[config.mk]
export PLATFORM = sky130hd
export DESIGN_NAME = debug_frame_deframer_unit
export DESIGN_NICKNAME = d
export VERILOG_FILES = /design/src/dfd_pkg.sv /design/src/dfd_front.sv /design/src/dfd_queue.sv /design/src/dfd_back.sv /design/src/debug_frame_deframer_unit.sv
export SDC_FILE = /design/constraint.sdc
export NUM_CORES = 1
export LEC_CHECK = 0
export BUFFER_PORTS_ARGS = -buffer_cell sky130_fd_sc_hd__buf_2
export CAP_MARGIN = 15
export CORE_MARGIN = 5
export CORE_UTILIZATION = 28
export DETAILED_ROUTE_END_ITERATION = 16
export GPL_TIMING_DRIVEN = 1
export HOLD_SLACK_MARGIN = 0.15
export PLACE_DENSITY_LB_ADDON = 0.2
export SKIP_LAST_GASP = 1
export SYNTH_ARGS = -nofsm -noshare
export SYNTH_HDL_FRONTEND = slang
export SYNTH_HIERARCHICAL = 1
export SYNTH_SLANG_ARGS = --single-unit
[constraint.sdc]
create_clock -name clk -period 13.8 [get_ports clk]
set_clock_uncertainty 0.1 [all_clocks]
set_input_delay 2.76 -clock clk [delete_from_list [all_inputs] [get_ports clk]]
set_output_delay 2.76 -clock clk [all_outputs]
set_load 0.02 [all_outputs]
[src/dfd_pkg.sv]
// Shared types and constants of the debug frame deframer.
package dfd_pkg;

    // Header and frame layout.
    localparam logic [7:0] SYNC_FIRST_RESET  = 8'hFE;
    localparam logic [7:0] SYNC_SECOND_RESET = 8'h7F;

    localparam int unsigned POS_W = 4;
    localparam logic [POS_W-1:0] POS_FIRST_BODY  = 4'd2;
    localparam logic [POS_W-1:0] POS_ID_HI       = 4'd2;
    localparam logic [POS_W-1:0] POS_ID_LO       = 4'd3;
    localparam logic [POS_W-1:0] POS_DIR         = 4'd4;
    localparam logic [POS_W-1:0] POS_CMD         = 4'd5;
    localparam logic [POS_W-1:0] POS_PARAM_FIRST = 4'd6;
    localparam logic [POS_W-1:0] POS_PARAM_LAST  = 4'd9;
    localparam logic [POS_W-1:0] POS_CHECKSUM    = 4'd10;

    // Configuration register indexes.
    localparam int unsigned CFG_INDEX_W = 1;
    localparam logic [CFG_INDEX_W-1:0] CFG_SYNC_FIRST  = 1'b0;
    localparam logic [CFG_INDEX_W-1:0] CFG_SYNC_SECOND = 1'b1;

    localparam int unsigned QUEUE_DEPTH_DEFAULT = 4;

    // Input item: one byte of the stream.
    typedef struct packed {
        logic [7:0] rx_byte;
        logic       buffer_end;
    } dfd_in_t;

    // Result item: one decoded frame.
    typedef struct packed {
        logic [15:0] device_id;
        logic [7:0]  direction;
        logic [7:0]  command;
        logic [31:0] parameter_res;
        logic        sum_ok;
    } dfd_out_t;

    // Operation handed from the classifier to the frame builder.
    typedef enum logic {
        OP_START = 1'b0,
        OP_DATA  = 1'b1
    } dfd_kind_t;

    typedef struct packed {
        dfd_kind_t        kind;
        logic [POS_W-1:0] pos;
        logic [7:0]       data;   // frame byte, or the checksum seed on a start
    } dfd_op_t;

endpackage

[src/dfd_front.sv]
// Byte classifier: hunts for the sync header and tags frame body bytes.
module dfd_front (
    input  logic                           clk,
    input  logic                           rst_n,
    input  logic                           byte_valid,
    output logic                           byte_ready,
    input  dfd_pkg::dfd_in_t               byte_item,
    input  logic                           cfg_we,
    input  logic [dfd_pkg::CFG_INDEX_W-1:0] cfg_index,
    input  logic [7:0]                     cfg_data,
    output logic                           op_valid,
    input  logic                           op_ready,
    output dfd_pkg::dfd_op_t               op_item
);
    import dfd_pkg::*;

    typedef enum logic [1:0] {
        PH_IDLE,
        PH_HEAD,
        PH_BODY
    } phase_t;

    phase_t           phase_reg, phase_next;
    logic [POS_W-1:0] index_reg, index_next;
    logic [7:0]       sync_first_reg, sync_first_next;
    logic [7:0]       sync_second_reg, sync_second_next;
    logic             accept;
    logic             emit;
    logic [7:0]       b;

    assign b          = byte_item.rx_byte;
    assign byte_ready = op_ready;
    assign accept     = byte_valid && byte_ready;
    assign op_valid   = accept && emit;

    always_comb
    begin
        phase_next       = phase_reg;
        index_next       = index_reg;
        sync_first_next  = sync_first_reg;
        sync_second_next = sync_second_reg;
        emit             = 1'b0;
        op_item.kind     = OP_DATA;
        op_item.pos      = index_reg;
        op_item.data     = b;

        case (phase_reg)
            PH_BODY:
            begin
                emit = 1'b1;
                if (index_reg >= POS_CHECKSUM)
                begin
                    phase_next = PH_IDLE;
                    index_next = '0;
                end
                else
                begin
                    index_next = index_reg + 1'b1;
                end
            end
            PH_HEAD:
            begin
                // The second header byte is checked first, so equal header
                // values still confirm a frame.
                if (b == sync_second_reg)
                begin
                    emit         = 1'b1;
                    op_item.kind = OP_START;
                    op_item.data = sync_first_reg + sync_second_reg;
                    phase_next   = PH_BODY;
                    index_next   = POS_FIRST_BODY;
                end
                else if (b == sync_first_reg)
                begin
                    phase_next = PH_HEAD;
                    index_next = 4'd1;
                end
                else
                begin
                    phase_next = PH_IDLE;
                    index_next = '0;
                end
            end
            default:
            begin
                if (b == sync_first_reg)
                begin
                    phase_next = PH_HEAD;
                    index_next = 4'd1;
                end
                else
                begin
                    phase_next = PH_IDLE;
                    index_next = '0;
                end
            end
        endcase

        if (byte_item.buffer_end)
        begin
            phase_next = PH_IDLE;
            index_next = '0;
        end

        if (!accept)
        begin
            phase_next = phase_reg;
            index_next = index_reg;
        end

        if (cfg_we)
        begin
            case (cfg_index)
                CFG_SYNC_FIRST:  sync_first_next  = cfg_data;
                CFG_SYNC_SECOND: sync_second_next = cfg_data;
                default:         ;
            endcase
        end
    end

    always_ff @(posedge clk or negedge rst_n)
    begin
        if (!rst_n)
        begin
            phase_reg       <= PH_IDLE;
            index_reg       <= '0;
            sync_first_reg  <= SYNC_FIRST_RESET;
            sync_second_reg <= SYNC_SECOND_RESET;
        end
        else
        begin
            phase_reg       <= phase_next;
            index_reg       <= index_next;
            sync_first_reg  <= sync_first_next;
            sync_second_reg <= sync_second_next;
        end
    end

endmodule

[src/dfd_queue.sv]
// Small register queue of classified operations between front and back.
module dfd_queue #(
    parameter int unsigned DEPTH = dfd_pkg::QUEUE_DEPTH_DEFAULT
) (
    input  logic             clk,
    input  logic             rst_n,
    input  logic             push_valid,
    output logic             push_ready,
    input  dfd_pkg::dfd_op_t push_item,
    output logic             pop_valid,
    input  logic             pop_ready,
    output dfd_pkg::dfd_op_t pop_item
);
    import dfd_pkg::*;

    localparam int unsigned PTR_W = (DEPTH > 1) ? $clog2(DEPTH) : 1;
    localparam int unsigned CNT_W = $clog2(DEPTH + 1);

    dfd_op_t          mem_reg [DEPTH];
    logic [PTR_W-1:0] wr_ptr_reg, wr_ptr_next;
    logic [PTR_W-1:0] rd_ptr_reg, rd_ptr_next;
    logic [CNT_W-1:0] count_reg, count_next;
    logic             do_push;
    logic             do_pop;

    assign push_ready = (count_reg != CNT_W'(DEPTH));
    assign pop_valid  = (count_reg != '0);
    assign pop_item   = mem_reg[rd_ptr_reg];
    assign do_push    = push_valid && push_ready;
    assign do_pop     = pop_valid && pop_ready;

    always_comb
    begin
        wr_ptr_next = wr_ptr_reg;
        rd_ptr_next = rd_ptr_reg;
        count_next  = count_reg;
        if (do_push)
        begin
            wr_ptr_next = (wr_ptr_reg == PTR_W'(DEPTH - 1)) ? '0 : wr_ptr_reg + 1'b1;
        end
        if (do_pop)
        begin
            rd_ptr_next = (rd_ptr_reg == PTR_W'(DEPTH - 1)) ? '0 : rd_ptr_reg + 1'b1;
        end
        if (do_push && !do_pop)
        begin
            count_next = count_reg + 1'b1;
        end
        else if (do_pop && !do_push)
        begin
            count_next = count_reg - 1'b1;
        end
    end

    always_ff @(posedge clk or negedge rst_n)
    begin
        if (!rst_n)
        begin
            wr_ptr_reg <= '0;
            rd_ptr_reg <= '0;
            count_reg  <= '0;
        end
        else
        begin
            wr_ptr_reg <= wr_ptr_next;
            rd_ptr_reg <= rd_ptr_next;
            count_reg  <= count_next;
        end
    end

    always_ff @(posedge clk)
    begin
        if (do_push)
        begin
            mem_reg[wr_ptr_reg] <= push_item;
        end
    end

endmodule

[src/dfd_back.sv]
// Frame builder: gathers the fields and checksum and holds the decoded frame.
module dfd_back (
    input  logic             clk,
    input  logic             rst_n,
    input  logic             op_valid,
    output logic             op_ready,
    input  dfd_pkg::dfd_op_t op_item,
    output logic             frame_valid,
    input  logic             frame_ready,
    output dfd_pkg::dfd_out_t frame_item
);
    import dfd_pkg::*;

    logic [15:0] id_reg, id_next;
    logic [7:0]  dir_reg, dir_next;
    logic [7:0]  cmd_reg, cmd_next;
    logic [31:0] param_reg, param_next;
    logic [7:0]  sum_reg, sum_next;
    logic        out_valid_reg, out_valid_next;
    dfd_out_t    out_reg, out_next;
    logic        is_last;
    logic        take;

    assign is_last     = (op_item.kind == OP_DATA) && (op_item.pos == POS_CHECKSUM);
    assign op_ready    = !is_last || !out_valid_reg || frame_ready;
    assign take        = op_valid && op_ready;
    assign frame_valid = out_valid_reg;
    assign frame_item  = out_reg;

    always_comb
    begin
        id_next        = id_reg;
        dir_next       = dir_reg;
        cmd_next       = cmd_reg;
        param_next     = param_reg;
        sum_next       = sum_reg;
        out_next       = out_reg;
        out_valid_next = out_valid_reg && !frame_ready;

        if (take)
        begin
            if (op_item.kind == OP_START)
            begin
                sum_next   = op_item.data;
                id_next    = '0;
                dir_next   = '0;
                cmd_next   = '0;
                param_next = '0;
            end
            else if (is_last)
            begin
                out_next.device_id     = id_reg;
                out_next.direction     = dir_reg;
                out_next.command       = cmd_reg;
                out_next.parameter_res = param_reg;
                out_next.sum_ok        = (sum_reg == op_item.data);
                out_valid_next         = 1'b1;
            end
            else
            begin
                sum_next = sum_reg + op_item.data;
                if (op_item.pos == POS_ID_HI || op_item.pos == POS_ID_LO)
                begin
                    id_next = {id_reg[7:0], op_item.data};
                end
                else if (op_item.pos == POS_DIR)
                begin
                    dir_next = op_item.data;
                end
                else if (op_item.pos == POS_CMD)
                begin
                    cmd_next = op_item.data;
                end
                else if (op_item.pos >= POS_PARAM_FIRST && op_item.pos <= POS_PARAM_LAST)
                begin
                    param_next = {param_reg[23:0], op_item.data};
                end
            end
        end
    end

    always_ff @(posedge clk or negedge rst_n)
    begin
        if (!rst_n)
        begin
            out_valid_reg <= 1'b0;
        end
        else
        begin
            out_valid_reg <= out_valid_next;
        end
    end

    always_ff @(posedge clk)
    begin
        id_reg    <= id_next;
        dir_reg   <= dir_next;
        cmd_reg   <= cmd_next;
        param_reg <= param_next;
        sum_reg   <= sum_next;
        out_reg   <= out_next;
    end

endmodule

[src/debug_frame_deframer_unit.sv]
// Top level of the debug frame deframer: classifier, operation queue and frame builder.
//
// The deframer takes one byte item per cycle while the operation queue has
// room and hunts for a two-byte sync header (sync_first, then sync_second,
// reset 0xFE and 0x7F). A repeated first header byte keeps the hunt armed.
// After the header it collects nine more bytes into an 11-byte frame and
// emits one result item holding the big-endian device id, the direction and
// command bytes, the big-endian 32-bit parameter and a flag that tells
// whether the 8-bit sum of the first ten bytes equals the checksum byte.
// Frames with a bad checksum are still emitted. An item with buffer_end set
// is processed and then returns the hunt to idle, so a partial frame is
// dropped. The sustained rate is one byte item per cycle while the queue is
// not full. A frame reaches the result port through the queue and then the
// output register: the classifier is combinational, so the checksum
// operation enters the queue when its byte is accepted and loads the output
// register once the back end takes it. The queue (QUEUE_DEPTH entries) lets
// the classifier keep taking bytes while a finished frame waits to be taken;
// only a full queue stalls the byte input. Configuration writes take effect
// on the next cycle and are expected only while the block is idle.
module debug_frame_deframer_unit #(
    parameter int unsigned QUEUE_DEPTH = dfd_pkg::QUEUE_DEPTH_DEFAULT
) (
    input  logic                            clk,
    input  logic                            rst_n,
    input  logic                            byte_valid,
    output logic                            byte_ready,
    input  dfd_pkg::dfd_in_t                byte_item,
    output logic                            frame_valid,
    input  logic                            frame_ready,
    output dfd_pkg::dfd_out_t               frame_item,
    input  logic                            cfg_we,
    input  logic [dfd_pkg::CFG_INDEX_W-1:0] cfg_index,
    input  logic [7:0]                      cfg_data
);
    import dfd_pkg::*;

    // Classified operations: header confirmations and tagged body bytes.
    logic    push_valid;
    logic    push_ready;
    dfd_op_t push_item;
    logic    pop_valid;
    logic    pop_ready;
    dfd_op_t pop_item;

    // The front end owns the hunt state and the header registers. It only
    // pushes an operation for a confirmed header or a frame body byte.
    dfd_front u_front (
        .clk        (clk),
        .rst_n      (rst_n),
        .byte_valid (byte_valid),
        .byte_ready (byte_ready),
        .byte_item  (byte_item),
        .cfg_we     (cfg_we),
        .cfg_index  (cfg_index),
        .cfg_data   (cfg_data),
        .op_valid   (push_valid),
        .op_ready   (push_ready),
        .op_item    (push_item)
    );

    dfd_queue #(
        .DEPTH (QUEUE_DEPTH)
    ) u_queue (
        .clk        (clk),
        .rst_n      (rst_n),
        .push_valid (push_valid),
        .push_ready (push_ready),
        .push_item  (push_item),
        .pop_valid  (pop_valid),
        .pop_ready  (pop_ready),
        .pop_item   (pop_item)
    );

    // The back end builds the fields and checksum and holds the finished
    // frame in its output register until it is taken.
    dfd_back u_back (
        .clk         (clk),
        .rst_n       (rst_n),
        .op_valid    (pop_valid),
        .op_ready    (pop_ready),
        .op_item     (pop_item),
        .frame_valid (frame_valid),
        .frame_ready (frame_ready),
        .frame_item  (frame_item)
    );

endmodule
==> results of run 1 <==
## metrics by stage
stage	area (um2)	hold WS, ns	cells	power, mW	setup slack [ns]
finish	10500	0.311	1037	1.40	8.75
global route	10500	0.321	1037	1.46	8.42
CTS	10500	0.314	1037	1.42	8.71
detailed placement	9760	0.306	995	0.810	8.17
global placement	9760	0.302	995	0.809	8.25
floorplan	8840	0.300	516	0.790	7.67
## layout make-up
| cell class | count | area (um2) | share of cell area |
|---|---|---|---|
| sequential | 219 | 6440 | 0.613 |
| multi-input combinational | 271 | 2310 | 0.220 |
| clock buffer | 27 | 612 | 0.0582 |
| tap | 402 | 503 | 0.0479 |
| timing repair buffer | 91 | 460 | 0.0438 |
| clock inverter | 15 | 134 | 0.0127 |
| inverter | 12 | 45.0 | 0.00429 |
## routing by layer
metal / share of wire / wire (um) / GRT usage
met3: 0.060 / 983 / 0.0253
met5: 0 / 0 / 0
met1: 0.44 / 7290 / 0.116
met4: 0.020 / 332 / 0.0198
met2: 0.48 / 7790 / 0.155
## cells in the mapped netlist, types with 2 or more instances
master	instances	area share
edfxtp_1	189	0.64
and2_1	42	0.030
nand2_1	25	0.011
ha_1	24	0.034
mux2_2	24	0.031
xor2_1	20	0.020
dfrtp_1	16	0.045
dfstp_2	14	0.042
nor2_1	14	0.0059
mux4_2	13	0.033
inv_1	12	0.0051
o21ai_0	10	0.0057
xnor2_1	9	0.0089
a21oi_1	8	0.0045
nor3_1	7	0.0040
o21a_1	7	0.0059
clkbuf_1	6	0.0025
buf_2	5	0.0028
nor2b_1	5	0.0035
o21ai_1	5	0.0028
and3_2	4	0.0034
nor4_1	4	0.0028
o31ai_1	4	0.0034
a211oi_1	3	0.0025
a21o_1	3	0.0025
fa_1	3	0.0068
a21boi_0	2	0.0017
a31oi_1	2	0.0014
and3_1	2	0.0014
buf_4	2	0.0017
mux2_4	2	0.0034
nand2b_1	2	0.0014
nor4_2	2	0.0028
o21bai_1	2	0.0017
## cell families (layout without fill, tap and decap cells)
logic type | Yosys count | count (layout)
and+or+nand+nor | 118 | 118
buffers and inverters | 26 | 145
muxes | 41 | 41
xor gates and xnor gates | 29 | 29
adders and majority gates | 27 | 27
DFF | 219 | 219
AOI/OAI and AO/OA | 56 | 56
## cells in the final DEF (no fill, tap or decap), types with 7 or more instances in the layout
cell type,Yosys,final
edfxtp_1,189,189
buf_2,5,89
and2_1,42,42
nand2_1,25,25
clkbuf_16,0,24
mux2_2,24,24
ha_1,24,24
xor2_1,20,20
dfrtp_1,16,16
dfstp_2,14,14
nor2_1,14,13
mux4_2,13,13
inv_1,12,12
o21ai_0,10,10
xnor2_1,9,9
a21oi_1,8,8
clkinv_2,0,7
nor3_1,7,7
o21a_1,7,7
## how the worst min path moves through the flow
| stage | startpoint | to |
|---|---|---|
| final | u_back/cmd_reg[1] | u_back/frame_item[34] |
| after global placement | u_back/param_reg[26] | u_back/frame_item[27] |
| after global routing | u_back/cmd_reg[1] | u_back/frame_item[34] |
| after floorplan | u_back/param_reg[24] | u_back/frame_item[25] |
| after detailed placement | u_back/dir_reg[7] | u_back/frame_item[48] |
| after CTS | u_back/cmd_reg[1] | u_back/frame_item[34] |
## report_power, final
part | internal, mW | switching [mW] | total (mW)
clock network | 0.355 | 0.248 | 0.603
logic | 0.0293 | 0.0329 | 0.0622
registers | 0.724 | 0.00906 | 0.734
total | 1.11 | 0.290 | 1.40
==> results.py, run 1 <==
metrics = {
    "drt": {
        "routed_wl_um": 16400,
        "drc": 0,
        "drtIter0Drc": 138,
        "ant_nets": 0,
        "vias_per_cell": 4.38,
        "firstDrtPassIters": 4,
        "via_count": 4543,
        "wire_per_inst_um": 15.8,
    },
    "die": {
        "die-area_um2": 35200,
        "fp.coreArea_um2": 31400,
        "ios": 90,
        "rows": 65,
        "initial_core_util": 0.282,
        "die_w_um": 188,
        "die_h_um": 188,
    },
    "worst_setup_path": {
        "critical-path-top-delay-family": "simple AND/OR/NAND/NOR gates",
        "critPathBufInv": 2,
        "crit_arrival_ns": 5.38,
        "worstReg2RegEnd": "u_queue/count_reg[2]",
        "r2r_setup_slack_ns": 10.18,
        "cp.depth": 12,
        "slowest_stage": "nor4_2",
        "max_stage_delay_ns": 0.47,
        "cp-startpoint": "byte_item[7]",
        "crit_path_end_kind": "flop",
        "crit_end": "u_queue/count_reg[2]",
        "crit_top_cell": "xor2_1",
        "r2r_start": "u_queue/rd_ptr_reg[0]",
        "worstPathRequired_ns": 14.13,
        "crit_path_start_kind": "input port",
        "reg2reg_depth": 12,
        "critical_path_class": "input port to flop",
        "cp_max_fo": 5,
        "cp_cell_sequence": "buf_2, xor2_1, nor4_2, a31oi_1, nor3_1, and2_4, ha_1, inv_1, fa_1, xor2_1, nor2_1, xor2_1",
    },
    "cts": {
        "cts.repair.resized": 0,
        "root_buffer": "clkbuf_16",
        "clk-insertion-delay-late_ns": 0.52,
        "holdBufCountCts": 0,
        "cts_htree_levels": 1,
        "clk_pin_slew_ns": 0.06,
        "cts_setup_buffers": 0,
        "cts_num_sinks": 219,
        "cts_tree": "built",
        "cts_max_path_buffers": 3,
        "cts_made_buffers": 24,
    },
    "synth": {
        "syn_area_per_cell_um2": 17.1,
        "synth_seq_cells": 219,
        "synth.distinct_cells": 58,
        "synth_edf_count": 189,
        "synth_compound_area_frac": 0.0437,
        "syn_nets": 566,
        "seq_area_frac_synth": 0.729,
        "synth_top_family_by_area": "simple AND/OR/NAND/NOR gates",
        "synth_adder_area_share": 0.0407,
        "yosys.area_share.xor_xnor": 0.0287,
        "synthArstFlopShare": 0.137,
        "syn_inst": 516,
        "yosys_warnings": 6,
        "syn_area_um2": 8840,
        "synthMuxAreaShare": 0.0695,
        "synthFlopType": "edfxtp_1",
        "yosys.area_share.simple": 0.0760,
    },
    "sta": {
        "period_share": 0.366,
        "worst_pin_slew_ns": 1.10,
        "rsz0062_at_grt": "no",
        "fin_crit_ns": 5.05,
        "relSlewSlack": 0.262,
        "drv_slew": 0,
        "setup_viol": 0,
        "finalSetupTns_ns": 0,
        "hold_violations": 0,
        "fmax_mhz": 198,
    },
    "pwr": {
        "cellPowerDensity_nw_per_um2": 133,
        "leakagePower_nw": 4.21,
        "vdd_ir_drop_max_v": 0.0000800,
    },
    "layout": {
        "fillers": 3031,
        "nets": 669,
        "drive_gt1_frac": 0.307,
        "area_growth_syn_to_layout_pct": 18.8,
        "finish.utilization": 0.335,
        "antennaDiodeCount": 0,
        "largest_reg_flops": 65,
    },
    "flow_run": {
        "maxCapViolCount": 0,
    },
    "placement": {
        "dpl.hpwl_um": 11300,
        "gp_congestion": 0.754,
        "io_buffers": 89,
    },
    "global_route": {
        "grt_max_degree": 66,
        "antenna_found_initial": 0,
        "grt_usage": 0.0908,
        "grt_overflow": 0,
        "grt_pass1_wl_um": 26100,
        "grt_pass1_vias": 4735,
    },
    "min_path": {
        "min_path_cells": 0,
        "hp-class": "flop to flop",
    },
    "run_status": {
        "status": "finished clean",
    },
}
Power figures use the tool's default switching activity.
==> run 2: changes to the inputs <==
--- a/config.mk
+++ b/config.mk
@@ -5,6 +5,7 @@
 export SDC_FILE = /design/constraint.sdc
 export NUM_CORES = 1
 export LEC_CHECK = 0
+export ABC_AREA = 1
 export BUFFER_PORTS_ARGS = -buffer_cell sky130_fd_sc_hd__buf_2
 export CAP_MARGIN = 15
 export CORE_MARGIN = 5
==> constraint.sdc (replaced) <==
create_clock -name clk -period 4.49 [get_ports clk]
set_clock_uncertainty 0.1 [all_clocks]
set_input_delay 0.898 -clock clk [delete_from_list [all_inputs] [get_ports clk]]
set_output_delay 0.898 -clock clk [all_outputs]
set_load 0.02 [all_outputs]
==> results.py, run 2 <==
metrics = {
    "synth": {
        "synthArstFlopShare": 0.137,
        "ys_top_cells_by_count": "nand2_1 (219), edfxtp_1 (189), inv_1 (137)",
        "syn_area_um2": 9410,
        "synth_edf_count": 189,
        "yosys_warnings": 6,
        "synth_area_leader_cell": "edfxtp_1",
        "synthFlopType": "edfxtp_1",
        "synth.distinct_cells": 37,
        "synthDominantCellAreaShare": 0.603,
        "syn_area_per_cell_um2": 11.9,
        "syn_inst": 793,
        "syn_nets": 843,
        "yosys-top-cells-area": "edfxtp_1 (60%), nand2_1 (8.7%), inv_1 (5.5%)",
        "synth_seq_cells": 219,
        "seq_area_frac_synth": 0.685,
        "synth_most_common_cell": "nand2_1",
    },
    "sta": {
        "setup_viol": 0,
        "finalSetupTns_ns": 0,
        "rsz0062_at_grt": "no",
        "fin_crit_ns": 3.24,
        "drv_slew": 0,
        "hold_violations": 0,
        "relSlewSlack": 0.381,
        "period_share": 0.723,
        "worst_pin_slew_ns": 0.928,
        "fmax_mhz": 308,
        "timing.hold.ws_ns": 0.311,
        "worst_slack_ns": 1.25,
    },
    "layout": {
        "area_growth_syn_to_layout_pct": 18.2,
        "register_area_um2": 6440,
        "nets": 950,
        "final_cell_mix": "nand2_1 (218), edfxtp_1 (189), inv_1 (137)",
        "stdcell_area_um2": 11100,
        "fillers": 3411,
        "antennaDiodeCount": 0,
        "multi_input_area_um2": 2330,
        "largest_reg_flops": 65,
        "final_common_cell": "nand2_1",
        "drive_gt1_frac": 0.193,
    },
    "worst_setup_path": {
        "crit_end": "u_queue/count_reg[2]",
        "reg2reg_depth": 14,
        "critical_path_class": "flop to flop",
        "r2r_start": "u_queue/rd_ptr_reg[0]",
        "worstReg2RegEnd": "u_queue/count_reg[2]",
        "r2r_setup_slack_ns": 1.25,
        "crit_path_end_kind": "flop",
        "cp-startpoint": "u_queue/rd_ptr_reg[0]",
        "worstPathRequired_ns": 4.80,
        "crit_path_start_kind": "flop",
        "crit_arrival_ns": 3.55,
        "cp_max_fo": 33,
    },
    "global_route": {
        "grt_pass1_vias": 5415,
        "grt_pass1_wl_um": 29500,
        "grt_usage": 0.0953,
        "grt_overflow": 0,
        "antenna_found_initial": 0,
        "grt_max_degree": 66,
    },
    "cts": {
        "cts.repair.resized": 0,
        "cts_max_path_buffers": 3,
        "clk-insertion-delay-late_ns": 0.52,
        "cts_tree": "built",
        "cts_htree_levels": 1,
        "holdBufCountCts": 0,
        "cts_made_buffers": 25,
        "root_buffer": "clkbuf_16",
        "cts_num_sinks": 219,
        "cts_setup_buffers": 0,
        "clk_pin_slew_ns": 0.06,
    },
    "placement": {
        "dpl.hpwl_um": 12500,
        "pre_cts_ws_ns": 1.10,
        "io_buffers": 89,
        "gp_congestion": 0.786,
        "place_area_um2": 10400,
    },
    "pwr": {
        "cellPowerDensity_nw_per_um2": 412,
        "vdd_ir_drop_max_v": 0.000258,
        "p_total_mw": 4.58,
        "leakagePower_nw": 4.49,
    },
    "die": {
        "fp.coreArea_um2": 33400,
        "die-area_um2": 37400,
        "initial_core_util": 0.282,
        "die_w_um": 193,
        "ios": 90,
        "rows": 67,
        "die_h_um": 193,
    },
    "drt": {
        "drtIter0Drc": 215,
        "ant_nets": 0,
        "vias_per_cell": 4.02,
        "wire_per_inst_um": 13.2,
        "drc": 0,
        "firstDrtPassIters": 4,
        "routed_wl_um": 18100,
        "via_count": 5493,
    },
    "flow_run": {
        "maxCapViolCount": 0,
    },
    "run_status": {
        "status": "finished clean",
    },
    "min_path": {
        "hp-class": "input port to async pin",
    },
}
## run 2: worst min path at each step
stage | start | to | slack, ns | cells after the start
after floorplan | u_back/param_reg[24] | u_back/frame_item[25] | 0.30 | 0
after global placement | u_back/param_reg[24] | u_back/frame_item[25] | 0.30 | 0
after detailed placement | u_back/cmd_reg[7] | u_back/frame_item[40] | 0.30 | 0
after CTS | u_back/dir_reg[6] | u_back/frame_item[47] | 0.32 | 0
after global routing | u_back/id_reg[8] | u_back/frame_item[57] | 0.32 | 0
final | rst_n | u_front/sync_second_reg[7] | 0.31 | 1
## run 2: cell families after synthesis
family,Yosys count,synth area share
DFF,219,0.685
and+or+nand+nor,288,0.126
buffers and inverters,158,0.0713
adders and majority gates,27,0.0383
xor gates and xnor gates,24,0.0223
AOI/OAI and AO/OA,77,0.0576
## run 2: where the power goes
part,internal [mW],switching [mW]
combinational,0.136,0.261
clock,1.05,0.785
sequential,2.30,0.0433
## run 2: area by class of cell
type | instances | share of cell area
multi-input cells | 416 | 0.209
well taps | 448 | 0.0504
repair buffers | 98 | 0.0472
flip-flops and latches | 219 | 0.579
inverters | 140 | 0.0472
clock buffers | 33 | 0.0598
clock inverters | 11 | 0.00697
## run 2: routing by layer
metal  part of all wire  global-route usage  wire length, um  vias to the layer above
met3              0.051              0.0256              923                       27
met1               0.49               0.133             8800                     2522
met2               0.44               0.150             7980                      110
met4              0.021              0.0226              374                        0
li1                   -                   -                -                     2834
met5                  0                   0                0                        -
## run 2: metrics by stage
step,utilization,std cells
3_5_place_dp,0.311,1321
6_report,0.333,1365
2_1_floorplan,-,793
3_3_place_gp,0.311,1321
5_1_grt,0.333,1365
4_1_cts,0.333,1365
## run 2: worst max-delay path, cell delays in order, from the launching register on
cell and delay (ns):
dfrtp_1 0.82, buf_4 0.45, o211ai_2 0.13, nand2_1 0.12, nand4_1 0.25, inv_1 0.11
nand2_1 0.09, nand2_1 0.15, ha_1 0.18, inv_1 0.06, fa_1 0.37, nand2_1 0.10
nand3_1 0.07, nand2_1 0.06, nand2_1 0.05
==> run 3: changes to the inputs <==
==> constraint.sdc (replaced) <==
create_clock -name clk -period 2.85 [get_ports clk]
set_clock_uncertainty 0.1 [all_clocks]
set_input_delay 0.57 -clock clk [delete_from_list [all_inputs] [get_ports clk]]
set_output_delay 0.57 -clock clk [all_outputs]
set_load 0.02 [all_outputs]
==> results.py, run 3 (synthesized netlist as in run 2, its figures left out) <==
metrics = {
    "sta": {
        "setup_viol": 0,
        "worst_slack_ns": 0.213,
        "fin_crit_ns": 2.64,
        "worst_pin_slew_ns": 0.961,
        "finalSetupTns_ns": 0,
        "relSlewSlack": 0.359,
        "fmax_mhz": 379,
        "drv_slew": 0,
        "period_share": 0.925,
        "rsz0062_at_grt": "no",
        "hold_violations": 0,
    },
    "die": {
        "die-area_um2": 37400,
        "rows": 67,
        "ios": 90,
        "fp.coreArea_um2": 33400,
        "die_w_um": 193,
        "initial_core_util": 0.282,
        "die_h_um": 193,
    },
    "placement": {
        "pre_cts_ws_ns": 0.142,
        "place_area_um2": 10500,
        "dpl.hpwl_um": 12500,
        "gp_congestion": 0.793,
        "dp_cells": 1329,
        "io_buffers": 89,
    },
    "cts": {
        "cts_made_buffers": 25,
        "clk-insertion-delay-late_ns": 0.52,
        "cts_tree": "built",
        "root_buffer": "clkbuf_16",
        "cts_htree_levels": 1,
        "cts_max_path_buffers": 3,
        "clk_pin_slew_ns": 0.06,
        "cts_num_sinks": 219,
        "cts_setup_buffers": 0,
    },
    "drt": {
        "firstDrtPassIters": 4,
        "vias_per_cell": 3.98,
        "routed_wl_um": 18200,
        "drtIter0Drc": 233,
        "wire_per_inst_um": 13.2,
        "ant_nets": 0,
        "drc": 0,
        "via_count": 5471,
    },
    "layout": {
        "layout.cells.non_filler": 1374,
        "stdcell_area_um2": 11200,
        "fillers": 3430,
        "multi_input_area_um2": 2330,
        "final_cell_mix": "nand2_1 (218), edfxtp_1 (189), inv_1 (137)",
        "register_area_um2": 6440,
        "antennaDiodeCount": 0,
        "area_growth_syn_to_layout_pct": 19.5,
        "drive_gt1_frac": 0.200,
        "nets": 960,
        "largest_reg_flops": 65,
        "final_common_cell": "nand2_1",
    },
    "pwr": {
        "leakagePower_nw": 4.55,
        "vdd_ir_drop_max_v": 0.000425,
        "p_seq_frac": 0.506,
        "p_switching_mw": 1.71,
        "cellPowerDensity_nw_per_um2": 648,
        "pwr-share-clk": 0.403,
        "p_int_mw": 5.57,
        "sw_frac_of_total": 0.235,
        "p_comb_frac": 0.090,
    },
    "worst_setup_path": {
        "cp_max_fo": 39,
        "reg2reg_depth": 13,
        "critical_path_class": "flop to flop",
        "worstReg2RegEnd": "u_back/sum_reg[6]",
        "crit_path_end_kind": "flop",
        "r2r_start": "u_queue/rd_ptr_reg[0]",
        "r2r_setup_slack_ns": 0.21,
        "worstPathRequired_ns": 3.02,
        "crit_arrival_ns": 2.81,
        "crit_path_start_kind": "flop",
    },
    "global_route": {
        "grt_pass1_vias": 5403,
        "grt_max_degree": 66,
        "grt_pass1_wl_um": 29800,
        "grt_overflow": 0,
        "grt_usage": 0.0963,
        "antenna_found_initial": 0,
    },
    "min_path": {
        "hp-class": "input port to flop",
        "min_to": "u_front/sync_second_reg[0]",
        "min-delay-start": "cfg_data[0]",
        "min_path_cells": 3,
    },
    "flow_run": {
        "maxCapViolCount": 0,
    },
    "run_status": {
        "status": "finished clean",
    },
}
## run 3: changes by cell type in the layout (fill, tap and decap cells not counted)
| cell | delta |
|---|---|
| clkinv_1 | -2 |
| clkinv_4 | -1 |
| inv_8 | -1 |
| buf_4 | +5 |
| bufinv_16 | +1 |
| clkinv_2 | +2 |
| clkbuf_1 | +1 |
| clkbuf_8 | -1 |
| buf_12 | +3 |
| dlygate4sd3_1 | +2 |
## run 3: per-stage QoR
| stage | hold WS (ns) | util | power [mW] |
|---|---|---|---|
| 2_1_floorplan | 0.174 | - | 4.22 |
| 3_3_place_gp | 0.303 | 0.314 | 4.42 |
| 3_5_place_dp | 0.305 | 0.314 | 4.42 |
| 4_1_cts | 0.170 | 0.337 | 7.41 |
| 5_1_grt | 0.196 | 0.337 | 7.65 |
| 6_report | 0.185 | 0.337 | 7.28 |
## run 3: power groups by stage
stage | registers (mW) | logic, mW | clock network, mW
global placement | 3.75 | 0.665 | 0
CTS | 3.69 | 0.676 | 3.05
finish | 3.69 | 0.657 | 2.94
global route | 3.70 | 0.759 | 3.19
floorplan | 3.73 | 0.491 | 0
detailed placement | 3.75 | 0.671 | 0
## run 3: what timing repair did
action / 4_1_cts / 5_1_grt
hold buffers: 2 / 0
hold endpoints to repair: 17 / 0
gates resized for setup: 0 / 0
## run 3: layout make-up
type,instances,share of cell area
multi-input cells,416,0.207
clock inverters,10,0.00801
flip-flops and latches,219,0.573
inverters,140,0.0467
well taps,448,0.0498
clock buffers,33,0.0583
repair buffers,108,0.0572
## run 3: per-layer routing
metal,track usage,wire (um),vias up
met4,0.0223,353,0
met3,0.0212,868,26
li1,-,-,2851
met2,0.152,7910,111
met1,0.136,9060,2483
met5,0,0,-
## run 3: how the worst max path moves through the flow
| stage | start | end | depth (start not counted) |
|---|---|---|---|
| after floorplan | u_queue/rd_ptr_reg[0] | u_back/frame_item[0] | 7 |
| after global placement | byte_item[7] | u_queue/count_reg[2] | 15 |
| after detailed placement | byte_item[8] | u_queue/count_reg[2] | 15 |
| after CTS | u_queue/rd_ptr_reg[1] | u_queue/count_reg[2] | 15 |
| after global routing | u_queue/rd_ptr_reg[1] | u_queue/count_reg[2] | 16 |
| final | u_queue/rd_ptr_reg[0] | u_back/sum_reg[6] | 13 |
## run 3: worst max-delay path, stage by stage (launching register included)
cell	delay, ns
dfrtp_1	0.37
buf_12	0.21
buf_4	0.25
nand2_1	0.11
o211ai_2	0.07
nand2_1	0.12
ha_1	0.25
fa_1	0.39
nand2_1	0.11
nand3_2	0.08
nand3b_1	0.11
nand3_1	0.08
nand3_1	0.08
nand2_1	0.06
